==> config.mk <==
export PLATFORM = sky130hd
export DESIGN_NAME = disk_arm_scheduler_core
export DESIGN_NICKNAME = d
export VERILOG_FILES = /design/src/sv/dasch_pkg.sv /design/src/sv/dasch_front.sv /design/src/sv/dasch_queue.sv /design/src/sv/dasch_back.sv /design/src/sv/disk_arm_scheduler_core.sv
export SDC_FILE = /design/constraint.sdc
export NUM_CORES = 1
export LEC_CHECK = 0
export ABC_AREA = 0
export BUFFER_PORTS_ARGS = -buffer_cell sky130_fd_sc_hd__buf_4
export CORE_UTILIZATION = 55
export DETAILED_ROUTE_END_ITERATION = 6
export GPL_TIMING_DRIVEN = 0
export HOLD_SLACK_MARGIN = 0.02
export PLACE_DENSITY = 0.86
export REMOVE_ABC_BUFFERS = 1
export SLEW_MARGIN = 5
export SYNTH_ARGS = -nofsm -noshare
export SYNTH_HDL_FRONTEND = slang
export SYNTH_SLANG_ARGS = --single-unit
==> constraint.sdc <==
create_clock -name clk -period 6.6 [get_ports clk]
set_input_delay 0.66 -clock clk [delete_from_list [all_inputs] [get_ports clk]]
set_output_delay 0.66 -clock clk [all_outputs]
set_load 0.02 [all_outputs]
==> src/sv/dasch_pkg.sv <==
// Shared types, constants and codes of the disk arm scheduler.
package dasch_pkg;

  localparam int CYL_W           = 16;
  localparam int DIST_W          = 21;
  localparam int ALG_W           = 3;
  localparam int CFG_IDX_W       = 2;
  localparam int CFG_DATA_W      = 16;
  localparam int MAX_REQUESTS_DEF = 16;
  localparam int QUEUE_DEPTH     = 2;

  localparam logic [DIST_W-1:0] DIST_MAX = {DIST_W{1'b1}};

  localparam logic [ALG_W-1:0] ALG_FCFS  = 3'd0;
  localparam logic [ALG_W-1:0] ALG_SSTF  = 3'd1;
  localparam logic [ALG_W-1:0] ALG_SCAN  = 3'd2;
  localparam logic [ALG_W-1:0] ALG_CSCAN = 3'd3;
  localparam logic [ALG_W-1:0] ALG_LOOK  = 3'd4;
  localparam logic [ALG_W-1:0] ALG_CLOOK = 3'd5;

  localparam logic [CFG_IDX_W-1:0] CFG_ALGORITHM    = 2'd0;
  localparam logic [CFG_IDX_W-1:0] CFG_START_HEAD   = 2'd1;
  localparam logic [CFG_IDX_W-1:0] CFG_MAX_CYLINDER = 2'd2;

  typedef struct packed {
    logic [CYL_W-1:0] cylinder;
    logic             last;
  } item_t;

  typedef struct packed {
    logic [CYL_W-1:0]  position;
    logic              is_marker;
    logic [DIST_W-1:0] total_distance;
    logic              overflow;
    logic              last_res;
  } result_t;

  // One classified request on its way from the front to the back.
  typedef struct packed {
    logic [CYL_W-1:0] cylinder;
    logic             write;
    logic             last;
    logic             dropped;
  } entry_t;

endpackage

==> src/sv/dasch_front.sv <==
// Front end: accepts requests, counts store slots and classifies store/drop/last.
module dasch_front import dasch_pkg::*; #(
  parameter int MAX_REQUESTS = MAX_REQUESTS_DEF
) (
  input  logic   clk,
  input  logic   rst,
  input  logic   start,
  input  item_t  item,
  input  logic   queue_full,
  output logic   busy,
  output logic   push,
  output entry_t entry
);

  localparam int CNTW = $clog2(MAX_REQUESTS + 1);

  logic [CNTW-1:0] count;
  logic            dropped;
  logic            accept;
  logic            room;

  assign busy   = queue_full;
  assign accept = start && !queue_full;
  assign room   = count < CNTW'(MAX_REQUESTS);

  assign entry.cylinder = item.cylinder;
  assign entry.write    = room;
  assign entry.last     = item.last;
  assign entry.dropped  = dropped || !room;
  assign push           = accept && (room || item.last);

  always_ff @(posedge clk) begin
    if (rst) begin
      count   <= '0;
      dropped <= 1'b0;
    end else if (accept) begin
      if (item.last) begin
        count   <= '0;
        dropped <= 1'b0;
      end else if (room) begin
        count <= count + 1'b1;
      end else begin
        dropped <= 1'b1;
      end
    end
  end

endmodule

==> src/sv/dasch_queue.sv <==
// Short queue of classified requests between front and back.
module dasch_queue import dasch_pkg::*; (
  input  logic   clk,
  input  logic   rst,
  input  logic   push,
  input  entry_t push_entry,
  input  logic   pop,
  output entry_t head,
  output logic   empty,
  output logic   full
);

  localparam int PW = $clog2(QUEUE_DEPTH);

  entry_t        slots [QUEUE_DEPTH];
  logic [PW-1:0] wr_ptr;
  logic [PW-1:0] rd_ptr;
  logic [PW:0]   fill;

  assign empty = fill == '0;
  assign full  = fill == (PW+1)'(QUEUE_DEPTH);
  assign head  = slots[rd_ptr];

  always_ff @(posedge clk) begin
    if (push && !full) begin
      slots[wr_ptr] <= push_entry;
    end
  end

  always_ff @(posedge clk) begin
    if (rst) begin
      wr_ptr <= '0;
      rd_ptr <= '0;
      fill   <= '0;
    end else begin
      if (push && !full) begin
        wr_ptr <= wr_ptr + 1'b1;
      end
      if (pop && !empty) begin
        rd_ptr <= rd_ptr + 1'b1;
      end
      fill <= fill + (PW+1)'(push && !full) - (PW+1)'(pop && !empty);
    end
  end

endmodule

==> src/sv/dasch_back.sv <==
// Back end: request store and the selection engine that emits the service order.
module dasch_back import dasch_pkg::*; #(
  parameter int MAX_REQUESTS = MAX_REQUESTS_DEF
) (
  input  logic             clk,
  input  logic             rst,
  input  entry_t           head,
  input  logic             empty,
  output logic             pop,
  input  logic [ALG_W-1:0] algorithm,
  input  logic [CYL_W-1:0] start_head,
  input  logic [CYL_W-1:0] max_cylinder,
  output logic             result_valid,
  output result_t          result
);

  localparam int CNTW = $clog2(MAX_REQUESTS + 1);
  localparam int IDXW = (MAX_REQUESTS > 1) ? $clog2(MAX_REQUESTS) : 1;

  typedef enum logic [4:0] {
    S_IDLE    = 5'b00001,
    S_SCAN    = 5'b00010,
    S_PICK    = 5'b00100,
    S_MARK_HI = 5'b01000,
    S_MARK_LO = 5'b10000
  } state_t;

  state_t state, state_next;

  logic [CYL_W-1:0]        mem [MAX_REQUESTS];
  logic [CYL_W-1:0]        rd_data;
  logic [CNTW-1:0]         wr_ptr;
  logic [CNTW-1:0]         n;
  logic [CNTW-1:0]         rd_cnt;
  logic [CNTW-1:0]         emitted;
  logic [IDXW-1:0]         cmp_idx;
  logic                    cmp_valid;
  logic [MAX_REQUESTS-1:0] served;
  logic [ALG_W-1:0]        alg;
  logic                    down;
  logic                    dropped;
  logic [CYL_W-1:0]        arm;
  logic [DIST_W-1:0]       travel;

  logic                    best_valid;
  logic [CYL_W-1:0]        best_key;
  logic [CYL_W-1:0]        best_val;
  logic [IDXW-1:0]         best_idx;

  logic                    is_sstf;
  logic                    is_sweep;
  logic                    rev_down;
  logic [CYL_W-1:0]        gap;
  logic [CYL_W-1:0]        key;
  logic                    eligible;
  logic                    better;

  logic                    emit;
  logic [CYL_W-1:0]        emit_pos;
  logic                    emit_marker;
  logic                    emit_last;
  logic [CYL_W-1:0]        step;
  logic [DIST_W:0]         sum;
  logic [DIST_W-1:0]       travel_next;
  logic                    scan_start;
  logic                    final_req;

  assign is_sstf  = alg == ALG_SSTF;
  assign is_sweep = (alg == ALG_SCAN) || (alg == ALG_CSCAN) ||
                    (alg == ALG_LOOK) || (alg == ALG_CLOOK);
  assign rev_down = (alg == ALG_SCAN) || (alg == ALG_LOOK);

  assign pop = (state == S_IDLE) && !empty;

  // Store write on pop, registered read during a scan.
  always_ff @(posedge clk) begin
    if (pop && head.write) begin
      mem[wr_ptr[IDXW-1:0]] <= head.cylinder;
    end
    if (state == S_SCAN && rd_cnt < n) begin
      rd_data <= mem[rd_cnt[IDXW-1:0]];
    end
  end

  // Selection key of the entry under compare.
  always_comb begin
    gap = (rd_data > arm) ? rd_data - arm : arm - rd_data;
    if (is_sstf) begin
      key = gap;
    end else if (is_sweep && !down) begin
      key = rd_data;
    end else if (is_sweep && rev_down) begin
      key = ~rd_data;
    end else if (is_sweep) begin
      key = rd_data;
    end else begin
      key = '0;
    end
    eligible = !served[cmp_idx] && (!(is_sweep && !down) || rd_data >= start_head);
    better   = cmp_valid && eligible && (!best_valid || key < best_key);
  end

  assign final_req = CNTW'(emitted + 1'b1) == n;

  // Emit control and next state.
  always_comb begin
    state_next  = state;
    emit        = 1'b0;
    emit_pos    = best_val;
    emit_marker = 1'b0;
    emit_last   = 1'b0;
    scan_start  = 1'b0;
    unique case (state)
      S_IDLE: begin
        if (pop && head.last) begin
          scan_start = 1'b1;
          state_next = S_SCAN;
        end
      end
      S_SCAN: begin
        if (cmp_valid && cmp_idx == IDXW'(n - 1'b1)) begin
          state_next = S_PICK;
        end
      end
      S_PICK: begin
        if (best_valid) begin
          emit      = 1'b1;
          emit_last = final_req;
          if (final_req) begin
            state_next = S_IDLE;
          end else begin
            scan_start = 1'b1;
            state_next = S_SCAN;
          end
        end else if (is_sweep && !down) begin
          if (alg == ALG_SCAN || alg == ALG_CSCAN) begin
            state_next = S_MARK_HI;
          end else begin
            scan_start = 1'b1;
            state_next = S_SCAN;
          end
        end else begin
          state_next = S_IDLE;
        end
      end
      S_MARK_HI: begin
        emit        = 1'b1;
        emit_pos    = max_cylinder;
        emit_marker = 1'b1;
        if (alg == ALG_CSCAN) begin
          state_next = S_MARK_LO;
        end else begin
          scan_start = 1'b1;
          state_next = S_SCAN;
        end
      end
      S_MARK_LO: begin
        emit        = 1'b1;
        emit_pos    = '0;
        emit_marker = 1'b1;
        scan_start  = 1'b1;
        state_next  = S_SCAN;
      end
      default: state_next = S_IDLE;
    endcase
  end

  assign step = (emit_pos > arm) ? emit_pos - arm : arm - emit_pos;
  assign sum  = {1'b0, travel} + (DIST_W+1)'(step);
  assign travel_next = sum[DIST_W] ? DIST_MAX : sum[DIST_W-1:0];

  always_ff @(posedge clk) begin
    if (rst) begin
      state        <= S_IDLE;
      wr_ptr       <= '0;
      n            <= '0;
      rd_cnt       <= '0;
      emitted      <= '0;
      cmp_valid    <= 1'b0;
      served       <= '0;
      down         <= 1'b0;
      dropped      <= 1'b0;
      best_valid   <= 1'b0;
      result_valid <= 1'b0;
    end else begin
      state        <= state_next;
      result_valid <= emit;
      if (pop) begin
        if (head.last) begin
          wr_ptr  <= '0;
          n       <= head.write ? CNTW'(wr_ptr + 1'b1) : wr_ptr;
          alg     <= algorithm;
          dropped <= head.dropped;
          arm     <= start_head;
          travel  <= '0;
          served  <= '0;
          emitted <= '0;
          down    <= 1'b0;
        end else if (head.write) begin
          wr_ptr <= wr_ptr + 1'b1;
        end
      end
      // Advance the scan: issue a read, compare the previous one.
      if (state == S_SCAN) begin
        if (rd_cnt < n) begin
          cmp_idx   <= rd_cnt[IDXW-1:0];
          cmp_valid <= 1'b1;
          rd_cnt    <= rd_cnt + 1'b1;
        end else begin
          cmp_valid <= 1'b0;
        end
        if (better) begin
          best_valid <= 1'b1;
          best_key   <= key;
          best_val   <= rd_data;
          best_idx   <= cmp_idx;
        end
      end
      if (state == S_PICK) begin
        if (best_valid) begin
          served[best_idx] <= 1'b1;
          emitted          <= emitted + 1'b1;
        end else begin
          down <= 1'b1;
        end
      end
      if (scan_start) begin
        rd_cnt     <= '0;
        cmp_valid  <= 1'b0;
        best_valid <= 1'b0;
      end
      if (emit) begin
        arm    <= emit_pos;
        travel <= travel_next;
        result.position       <= emit_pos;
        result.is_marker      <= emit_marker;
        result.total_distance <= emit_last ? travel_next : '0;
        result.overflow       <= dropped;
        result.last_res       <= emit_last;
      end
    end
  end

endmodule

==> src/sv/disk_arm_scheduler_core.sv <==
// Top level of the disk arm scheduler: config registers, front, queue and back.
//
//  channel  | handshake               | payload
//  ---------+-------------------------+----------------------------------
//  request  | start / busy            | item   (cylinder, last)
//  result   | result_valid (strobe)   | result (position, is_marker,
//           |                         |         total_distance, overflow,
//           |                         |         last_res)
//  config   | cfg_we                  | cfg_index, cfg_data
//
// A request beat is taken whenever busy is low; busy rises only while the
// two-entry queue to the back end is full. Once the beat marked last reaches
// the back end, each emitted position costs one selection scan over the store
// through the single read port of the request store; the result strobe is
// registered and follows in the cycle after the pick. A sweep that turns spends
// one empty scan first; end markers are emitted from S_MARK_HI and S_MARK_LO.
// Reset is synchronous, clears control state and sets the config registers to their defaults.
// Results are strobed for one cycle and the receiver cannot stall them.
module disk_arm_scheduler_core import dasch_pkg::*; #(
  parameter int MAX_REQUESTS = MAX_REQUESTS_DEF
) (
  input  logic                  clk,
  input  logic                  rst,
  input  logic                  start,
  input  item_t                 item,
  output logic                  busy,
  input  logic                  cfg_we,
  input  logic [CFG_IDX_W-1:0]  cfg_index,
  input  logic [CFG_DATA_W-1:0] cfg_data,
  output logic                  result_valid,
  output result_t               result
);

  logic [ALG_W-1:0] algorithm;
  logic [CYL_W-1:0] start_head;
  logic [CYL_W-1:0] max_cylinder;

  logic   push;
  entry_t push_entry;
  entry_t queue_head;
  logic   queue_empty;
  logic   queue_full;
  logic   pop;

  // Config registers; writes to unused indexes drop silently.
  always_ff @(posedge clk) begin
    if (rst) begin
      algorithm    <= ALG_FCFS;
      start_head   <= CYL_W'(50);
      max_cylinder <= CYL_W'(199);
    end else if (cfg_we) begin
      unique case (cfg_index)
        CFG_ALGORITHM:    algorithm    <= cfg_data[ALG_W-1:0];
        CFG_START_HEAD:   start_head   <= cfg_data[CYL_W-1:0];
        CFG_MAX_CYLINDER: max_cylinder <= cfg_data[CYL_W-1:0];
        default: ;
      endcase
    end
  end

  // Classify each request beat: store, drop, or close the batch.
  dasch_front #(.MAX_REQUESTS(MAX_REQUESTS)) u_front (
    .clk        (clk),
    .rst        (rst),
    .start      (start),
    .item       (item),
    .queue_full (queue_full),
    .busy       (busy),
    .push       (push),
    .entry      (push_entry)
  );

  // Hold classified beats while the back end is scheduling.
  dasch_queue u_queue (
    .clk        (clk),
    .rst        (rst),
    .push       (push),
    .push_entry (push_entry),
    .pop        (pop),
    .head       (queue_head),
    .empty      (queue_empty),
    .full       (queue_full)
  );

  // Store requests and emit the service order.
  dasch_back #(.MAX_REQUESTS(MAX_REQUESTS)) u_back (
    .clk          (clk),
    .rst          (rst),
    .head         (queue_head),
    .empty        (queue_empty),
    .pop          (pop),
    .algorithm    (algorithm),
    .start_head   (start_head),
    .max_cylinder (max_cylinder),
    .result_valid (result_valid),
    .result       (result)
  );

endmodule

==> results of run 1 <==
metrics by stage:
stage          power [mW]  cell area (sq um)  hold WS [ns]  TNS (ns)
2_1_floorplan        5.21              24500         0.408    -22.35
3_3_place_gp         5.58              25800         0.426   -164.52
3_5_place_dp         5.71              26400         0.420    -22.40
4_1_cts              8.78              28200         0.199         0
5_1_grt              9.12              28400         0.196    -0.137
6_report             8.80              28400         0.218         0
worst max-delay path, delay by kind of cell, from the launching register on:
family,cells,cell delay (ns)
and+or+nand+nor,6,1.44
buffers and inverters,4,0.77
DFF,1,0.37
xor gates and xnor gates,1,0.16
AOI/OAI and AO/OA,8,2.25
muxes,1,0.38
adders and majority gates,2,0.75
logic make-up after synthesis:
logic type / Yosys count / share of synthesized area, %
AO/OA/AOI/OAI: 375 / 10.0
XOR/XNOR: 82 / 2.89
adder cells (fa/ha/maj): 129 / 6.65
buffers and inverters: 192 / 3.06
flip-flops: 522 / 59.4
multiplexers: 131 / 9.70
AND/OR/NAND/NOR: 430 / 8.24
routing by layer:
metal	global-route usage [%]	vias up	share of wire, %
li1	-	7206	-
met1	31.0	7973	38
met2	46.3	709	52
met3	3.84	162	6.1
met4	11.5	0	4.2
met5	0	-	0
synthesized netlist by cell type, types with 12 or more instances:
master,n,area share (%)
sky130_fd_sc_hd__xnor2_1,59,2.1
sky130_fd_sc_hd__mux2i_1,23,0.93
sky130_fd_sc_hd__nand3_1,15,0.30
sky130_fd_sc_hd__mux2_2,21,0.95
sky130_fd_sc_hd__edfxtp_1,430,52
sky130_fd_sc_hd__xor2_1,23,0.81
sky130_fd_sc_hd__clkbuf_1,51,0.77
sky130_fd_sc_hd__dfxtp_1,92,7.4
sky130_fd_sc_hd__nand2_1,118,1.8
sky130_fd_sc_hd__nor2_1,156,2.4
sky130_fd_sc_hd__mux4_2,85,7.7
sky130_fd_sc_hd__buf_2,17,0.34
sky130_fd_sc_hd__nand4_1,22,0.55
sky130_fd_sc_hd__a21oi_1,133,2.7
sky130_fd_sc_hd__ha_1,124,6.3
sky130_fd_sc_hd__nor3_1,24,0.48
sky130_fd_sc_hd__inv_1,113,1.7
sky130_fd_sc_hd__o21ai_0,35,0.71
sky130_fd_sc_hd__o22ai_1,15,0.38
sky130_fd_sc_hd__o21bai_1,12,0.36
sky130_fd_sc_hd__nor2b_1,20,0.50
sky130_fd_sc_hd__a21o_1,53,1.6
sky130_fd_sc_hd__a22oi_1,23,0.70
sky130_fd_sc_hd__and3_1,13,0.33
flip-flops by register name (all words and copies together) (netlist names), 4 cells and up, named ones only:
name,cells
u_back.best_idx,4
u_back.mem,256
u_front.count,5
u_back.arm,16
u_back.result,40
u_back.best_key,16
u_back.n,5
max_cylinder,16
u_back.best_val,16
u_back.travel,21
u_back.emitted,5
u_back.rd_data,16
u_back.rd_cnt,5
u_back.state,5
start_head,16
u_back.wr_ptr,5
u_back.cmp_idx,4
u_back.served,16
u_queue.slots,38
power by group through the flow:
stage / Sequential, mW / Clock, mW / Combinational [mW]
floorplan: 4.08 / 0 / 1.13
global placement: 4.12 / 0 / 1.46
detailed placement: 4.12 / 0 / 1.59
CTS: 4.06 / 3.09 / 1.63
global route: 4.07 / 3.22 / 1.83
finish: 4.06 / 3.06 / 1.68
path summary, 6_finish.rpt:
check / slack, ns / startpoint / end / cells after the start
setup / recovery: 0.18 / u_back.state[0] / u_back.result[18] / 22
hold / removal: 0.22 / item[13] / u_queue.slots[0][15] / 1
setup reg to reg: 0.18 / u_back.state[0] / u_back.result[18] / 22
hold reg to reg: 0.44 / algorithm[2] / u_back.alg[2] / 0
layout make-up:
type                            count  area (sq um)
Inverter                          113           424
Multi-Input combinational cell   1147          9560
Clock inverter                     38           382
Sequential cell                   522         14800
Timing Repair Buffer              121          1120
Tap cell                          592           741
Fill cell                        3046         16000
Clock buffer                       62          1400
what timing repair did:
action,4_1_cts,5_1_grt
hold endpoints to repair,0,0
endpoints found under the setup margin,42,58
setup buffers,3,9
pin swaps,2,3
resized for setup,6,23
==> flow_summary_export.csv, run 1 <==
group,metric,value,unit
synthesis,synth_enable_flop_cells,430,
global_routing,wire_length_of_the_first_global_routing_pass,92100,microns
global_routing,grt_pass1_vias,16400,
routing,final_antenna_net_count,0,
worst_setup_path,worst-path-max-fanout,16,
routing,drc_errors,0,
worst_setup_path,cp.arrival,6.75,ns
clocking,tritoncts.num_buffers,53,
floorplanning,floorplan.die.width,214,microns
pwr,pwr-share-seq,46.2,%
timing,slew_violations,0,
floorplanning,chipHeight,214,microns
timing,worstMarginPinSlew,1.26,ns
pwr,power.switching,2.46,mW
floorplanning,core_area,44400,sq um
clocking,cts.sinks,522,
final_layout,final_util,63.9,%
clocking,cts_tree,"yes",
outcome,run_status,"completed",
place,placedCellCount,2483,
clocking,path_clk_slew,0.06,ns
run,maxCapViolations,0,
worst_setup_path,critical-path-max-stage-delay,0.50,ns
worst_setup_path,setup.worst_path.class,"flop to flop",
pwr,combinationalPowerShare,19.1,%
pwr,power.share.clock,34.8,%
routing,route.final.wire_length,59700,microns
worst_setup_path,worstPathCellList,"or3_1 > o21bai_2 > buf_8 > a22oi_1 > inv_1 > ha_1 > nand2_1 > nor3_4 > a221oi_4 > nor2_4 > buf_4 > mux2_2 > xnor2_1 > ha_1 > a2111oi_0 > o21ai_1 > a21oi_1 > a31oi_4 > buf_4 > a31oi_4 > and3_1 > nor3_1",
timing,worst_clock_skew,0.0270,ns
synthesis,synth_warnings,0,
pwr,vdd_drop_max,0.250,mV
synthesis,ys_ff_latch,522,
global_routing,grt_ovf,0,
place,placement.io_buffers,80,
worst_setup_path,critPathRequiredTime,6.94,ns
timing,final_critical_path_setup_slack,0.183,ns
synthesis,postSynthCellCount,1861,
synthesis,synthArstFlopShare,0,%
timing,post-route-period-util,97.2,%
clocking,clock_tree.root_cell,"sky130_fd_sc_hd__clkbuf_16",
clocking,worstSkewPairLatency,0.62,ns
timing,setup-violations-final,0,
global_routing,overall_global_routing_resource_usage,25.9,%
global_routing,number_of_antenna_violations_at_the_first_check_in_global_routing,0,
final_layout,layout.cells.non_filler,2595,
final_layout,num_antenna_cells,0,
final_layout,layout_common_cells,"sky130_fd_sc_hd__edfxtp_1, sky130_fd_sc_hd__nor2_1, sky130_fd_sc_hd__a21oi_1, sky130_fd_sc_hd__ha_1, sky130_fd_sc_hd__nand2_1",
synthesis,ys_types,83,
routing,wl_per_cell,23.0,microns
final_layout,drive_above_1_share,18.8,%
floorplanning,fp-row-count,77,
routing,vias_per_cell,6.18,
worst_setup_path,startpoint_class,"flop",
synthesis,postSynthAreaPerCell,13.3,sq um
routing,detail_route.first_pass.iterations,5,
floorplanning,die_area,46000,sq um
place,pre_cts_ws,-1.06,ns
floorplanning,floorplan.initialDensity,55.9,%
synthesis,syn-cell-area,24800,sq um
pwr,sw_frac_of_total,27.9,%
final_layout,layout_commonest_cell,"sky130_fd_sc_hd__edfxtp_1",
clocking,ctsHtreeMaxLevel,2,
worst_setup_path,worstSetupEndpointType,"flop",
timing,timing.final.crit_period,6.42,ns
pwr,p_leak,10.3,nW
final_layout,layout-area-overhead-vs-synth,14.4,%
synthesis,ys_seq_area_share,59.4,%
worst_setup_path,crit_path_top_delay_cell,"sky130_fd_sc_hd__ha_1",
timing,final_hold_viol_count,0,
place,detailed_place_hpwl,40600,microns
synthesis,synthFlopType,"sky130_fd_sc_hd__edfxtp_1",
clocking,ctsLongestPathBuffers,3,
pwr,p_per_area,310,nW/um^2
routing,num_vias,16100,
place,gp_congestion,0.915,
timing,max_slew_margin,15.7,%
global_routing,maximum_number_of_pins_on_one_net_before_global_route_repair,88,
hold_path,worst_hold_path_type,"input pin to flop",
routing,detail_route.iter0.violations,1534,
pwr,p_int,6.34,mW
timing,max_freq,156,MHz
floorplanning,pin_count,81,
clocking,ctsHoldBuffers,0,
final_layout,layout.nets,2126,
Note: power is estimated with default switching activity, not from simulation.
==> run 2, diff against run 1 <==
--- a/config.mk
+++ b/config.mk
@@ -7,11 +7,12 @@
 export LEC_CHECK = 0
 export ABC_AREA = 0
 export BUFFER_PORTS_ARGS = -buffer_cell sky130_fd_sc_hd__buf_4
-export CORE_UTILIZATION = 55
+export CAP_MARGIN = 40
+export CORE_UTILIZATION = 30
 export DETAILED_ROUTE_END_ITERATION = 6
 export GPL_TIMING_DRIVEN = 0
 export HOLD_SLACK_MARGIN = 0.02
-export PLACE_DENSITY = 0.86
+export PLACE_DENSITY = 0.57
 export REMOVE_ABC_BUFFERS = 1
 export SLEW_MARGIN = 5
 export SYNTH_ARGS = -nofsm -noshare
==> constraint.sdc (replaced) <==
create_clock -name clk -period 5.7 [get_ports clk]
set_input_delay 0.57 -clock clk [delete_from_list [all_inputs] [get_ports clk]]
set_output_delay 0.57 -clock clk [all_outputs]
set_load 0.02 [all_outputs]
==> run 2 against run 1 <==
  * Clock skew grew 0.017 ns
  * Final cell count grew 21%
  * Global-route usage shrank 12 points
  * Clock-buffer cell count grew 7
  * Wire length grew 0.33%
  * Largest power group unchanged
  * Highest routed layer is now met5
==> flow_summary_export.csv, run 2 (synthesis gave the netlist of run 1 again) <==
group,metric,value,unit
final_layout,num_antenna_cells,0,
timing,whs,0.0994,ns
floorplanning,pin_count,81,
pwr,p_per_area,344,nW/um^2
global_routing,maximum_number_of_pins_on_one_net_before_global_route_repair,81,
global_routing,overall_global_routing_resource_usage,14.3,%
final_layout,layout_commonest_cell,"sky130_fd_sc_hd__edfxtp_1",
clocking,cts_tree,"yes",
global_routing,grt_ovf,0,
routing,vias_per_cell,4.98,
timing,max_slew_margin,41.5,%
clocking,tritoncts.num_buffers,56,
timing,worst_clock_skew,0.0436,ns
floorplanning,core_area,82000,sq um
timing,max_freq,180,MHz
worst_setup_path,startpoint_class,"flop",
timing,slew_violations,0,
place,placedCellCount,2973,
clocking,worstSkewPairLatency,0.65,ns
clocking,ctsLongestPathBuffers,3,
routing,wl_per_cell,19.1,microns
floorplanning,floorplan.die.width,290,microns
outcome,run_status,"completed",
global_routing,wire_length_of_the_first_global_routing_pass,92600,microns
place,detailed_place_hpwl,42200,microns
timing,final_hold_viol_count,0,
final_layout,layout.cells.non_filler,3131,
hold_path,holdCritStartpoint,"item[13]",
floorplanning,fp-row-count,105,
timing,timing.final.crit_period,5.57,ns
place,pre_cts_ws,-1.55,ns
pwr,total_power,10.3,mW
clocking,path_clk_slew,0.06,ns
clocking,cts.sinks,522,
pwr,p_leak,10.6,nW
routing,detail_route.iter0.violations,1064,
clocking,ctsHtreeMaxLevel,2,
place,placement.io_buffers,80,
run,maxCapViolations,0,
worst_setup_path,setup.worst_path.class,"flop to flop",
global_routing,number_of_antenna_violations_at_the_first_check_in_global_routing,1,
timing,setup-violations-final,0,
floorplanning,floorplan.initialDensity,30.3,%
final_layout,drive_above_1_share,23.6,%
final_layout,nFillCells,7808,
routing,detail_route.first_pass.iterations,5,
place,gp_congestion,0.841,
worst_setup_path,crit_path_start,"u_back.state[1]",
routing,num_vias,15600,
timing,unrepaired_setup_endpoints_after_global_routing,"yes",
floorplanning,die_area,83900,sq um
pwr,vdd_drop_max,0.226,mV
final_layout,final_util,36.6,%
floorplanning,chipHeight,290,microns
hold_path,worst_hold_path_type,"input pin to flop",
timing,post-route-period-util,97.7,%
routing,final_antenna_net_count,0,
timing,worstMarginPinSlew,0.874,ns
worst_setup_path,critPathRequiredTime,6.03,ns
worst_setup_path,launch_instance_of_the_worst_register_to_register_path,"u_back.state[1]",
worst_setup_path,worst-path-max-fanout,12,
final_layout,layout-area-overhead-vs-synth,20.8,%
routing,route.final.wire_length,59900,microns
global_routing,grt_pass1_vias,15900,
worst_setup_path,r2r_setup_slack,0.13,ns
routing,drc_errors,0,
timing,final_critical_path_setup_slack,0.131,ns
final_layout,flip_flop_count_of_the_largest_register_after_layout,256,
final_layout,layout.nets,2182,
worst_setup_path,cp.arrival,5.90,ns
final_layout,layout_common_cells,"sky130_fd_sc_hd__edfxtp_1, sky130_fd_sc_hd__nor2_1, sky130_fd_sc_hd__buf_4, sky130_fd_sc_hd__a21oi_1, sky130_fd_sc_hd__nand2_1",
worst_setup_path,worstSetupEndpointType,"flop",
clocking,clock_tree.root_cell,"sky130_fd_sc_hd__clkbuf_16",
run 2: cell count changes in the layout (fill, tap and decap cells not counted), moves of 7 or more:
cell and change:
sky130_fd_sc_hd__buf_4 +38, sky130_fd_sc_hd__ha_1 -9, sky130_fd_sc_hd__inv_1 -9, sky130_fd_sc_hd__inv_2 +9
sky130_fd_sc_hd__a22oi_1 -8, sky130_fd_sc_hd__a22oi_2 +8, sky130_fd_sc_hd__ha_4 +8, sky130_fd_sc_hd__a21oi_1 -7
sky130_fd_sc_hd__buf_16 +7
run 2: worst max-delay path, stage by stage (launching register included):
cell and delay [ns]:
sky130_fd_sc_hd__dfxtp_2 0.33, sky130_fd_sc_hd__or3_4 0.41, sky130_fd_sc_hd__nor2b_4 0.23, sky130_fd_sc_hd__buf_12 0.19, sky130_fd_sc_hd__a22oi_2 0.13, sky130_fd_sc_hd__fa_1 0.47
sky130_fd_sc_hd__nor2b_2 0.22, sky130_fd_sc_hd__o31ai_4 0.09, sky130_fd_sc_hd__a21oi_2 0.23, sky130_fd_sc_hd__a221oi_4 0.13, sky130_fd_sc_hd__nor2_4 0.29, sky130_fd_sc_hd__mux2i_4 0.34
sky130_fd_sc_hd__buf_4 0.15, sky130_fd_sc_hd__xnor2_1 0.12, sky130_fd_sc_hd__ha_1 0.32, sky130_fd_sc_hd__a2111oi_0 0.44, sky130_fd_sc_hd__o21ai_1 0.20, sky130_fd_sc_hd__a41oi_2 0.31
sky130_fd_sc_hd__buf_4 0.16, sky130_fd_sc_hd__nor2b_1 0.04, sky130_fd_sc_hd__o22ai_1 0.16, sky130_fd_sc_hd__xor2_1 0.21, sky130_fd_sc_hd__a21oi_1 0.10
run 2: final timing paths:
check | endpoint | cells past startpoint
worst max-delay path | u_back.result[16] | 22
worst min-delay path | u_queue.slots[0][15] | 1
worst max register to register | u_back.result[16] | 22
worst min register to register | u_back.alg[2] | 0
run 2: final cells by class:
| cell class | instances | area, sq um | area share [%] |
|---|---|---|---|
| well taps | 1070 | 1340 | 4.47 |
| clock inverters | 36 | 334 | 1.11 |
| repair buffers | 174 | 1730 | 5.77 |
| multi-input cells | 1147 | 9910 | 33.1 |
| inverters | 113 | 424 | 1.41 |
| flip-flops and latches | 522 | 14800 | 49.3 |
| clock buffers | 69 | 1480 | 4.92 |
run 2: where the power goes:
| part | leakage [nW] | internal, mW | switching (mW) |
|---|---|---|---|
| combinational | 5.13 | 0.859 | 1.23 |
| sequential | 4.66 | 4.55 | 0.118 |
| clock | 0.864 | 1.99 | 1.55 |
run 2: per-stage QoR:
stage / TNS [ns] / cell area, sq um
after floorplan: -62.13 / 24500
after global routing: -0.526 / 30000
final: 0 / 30000
after CTS: 0 / 29600
after detailed placement: -70.95 / 27200
after global placement: -338.68 / 26400
run 2: what timing repair did:
action,4_1_cts,5_1_grt
pin swaps,21,37
hold buffers,0,0
buffers inserted,26,27
cloned,1,0
resized for setup,72,42
endpoints found under the setup margin,78,78
run 2: routing by layer:
| metal | track usage (%) | wire length, microns | vias to the layer above |
|---|---|---|---|
| met5 | 0 | 13 | - |
| met4 | 4.37 | 1400 | 2 |
| met3 | 2.10 | 2540 | 90 |
| met2 | 25.1 | 30000 | 373 |
| met1 | 18.2 | 25900 | 7793 |
| li1 | - | - | 7336 |
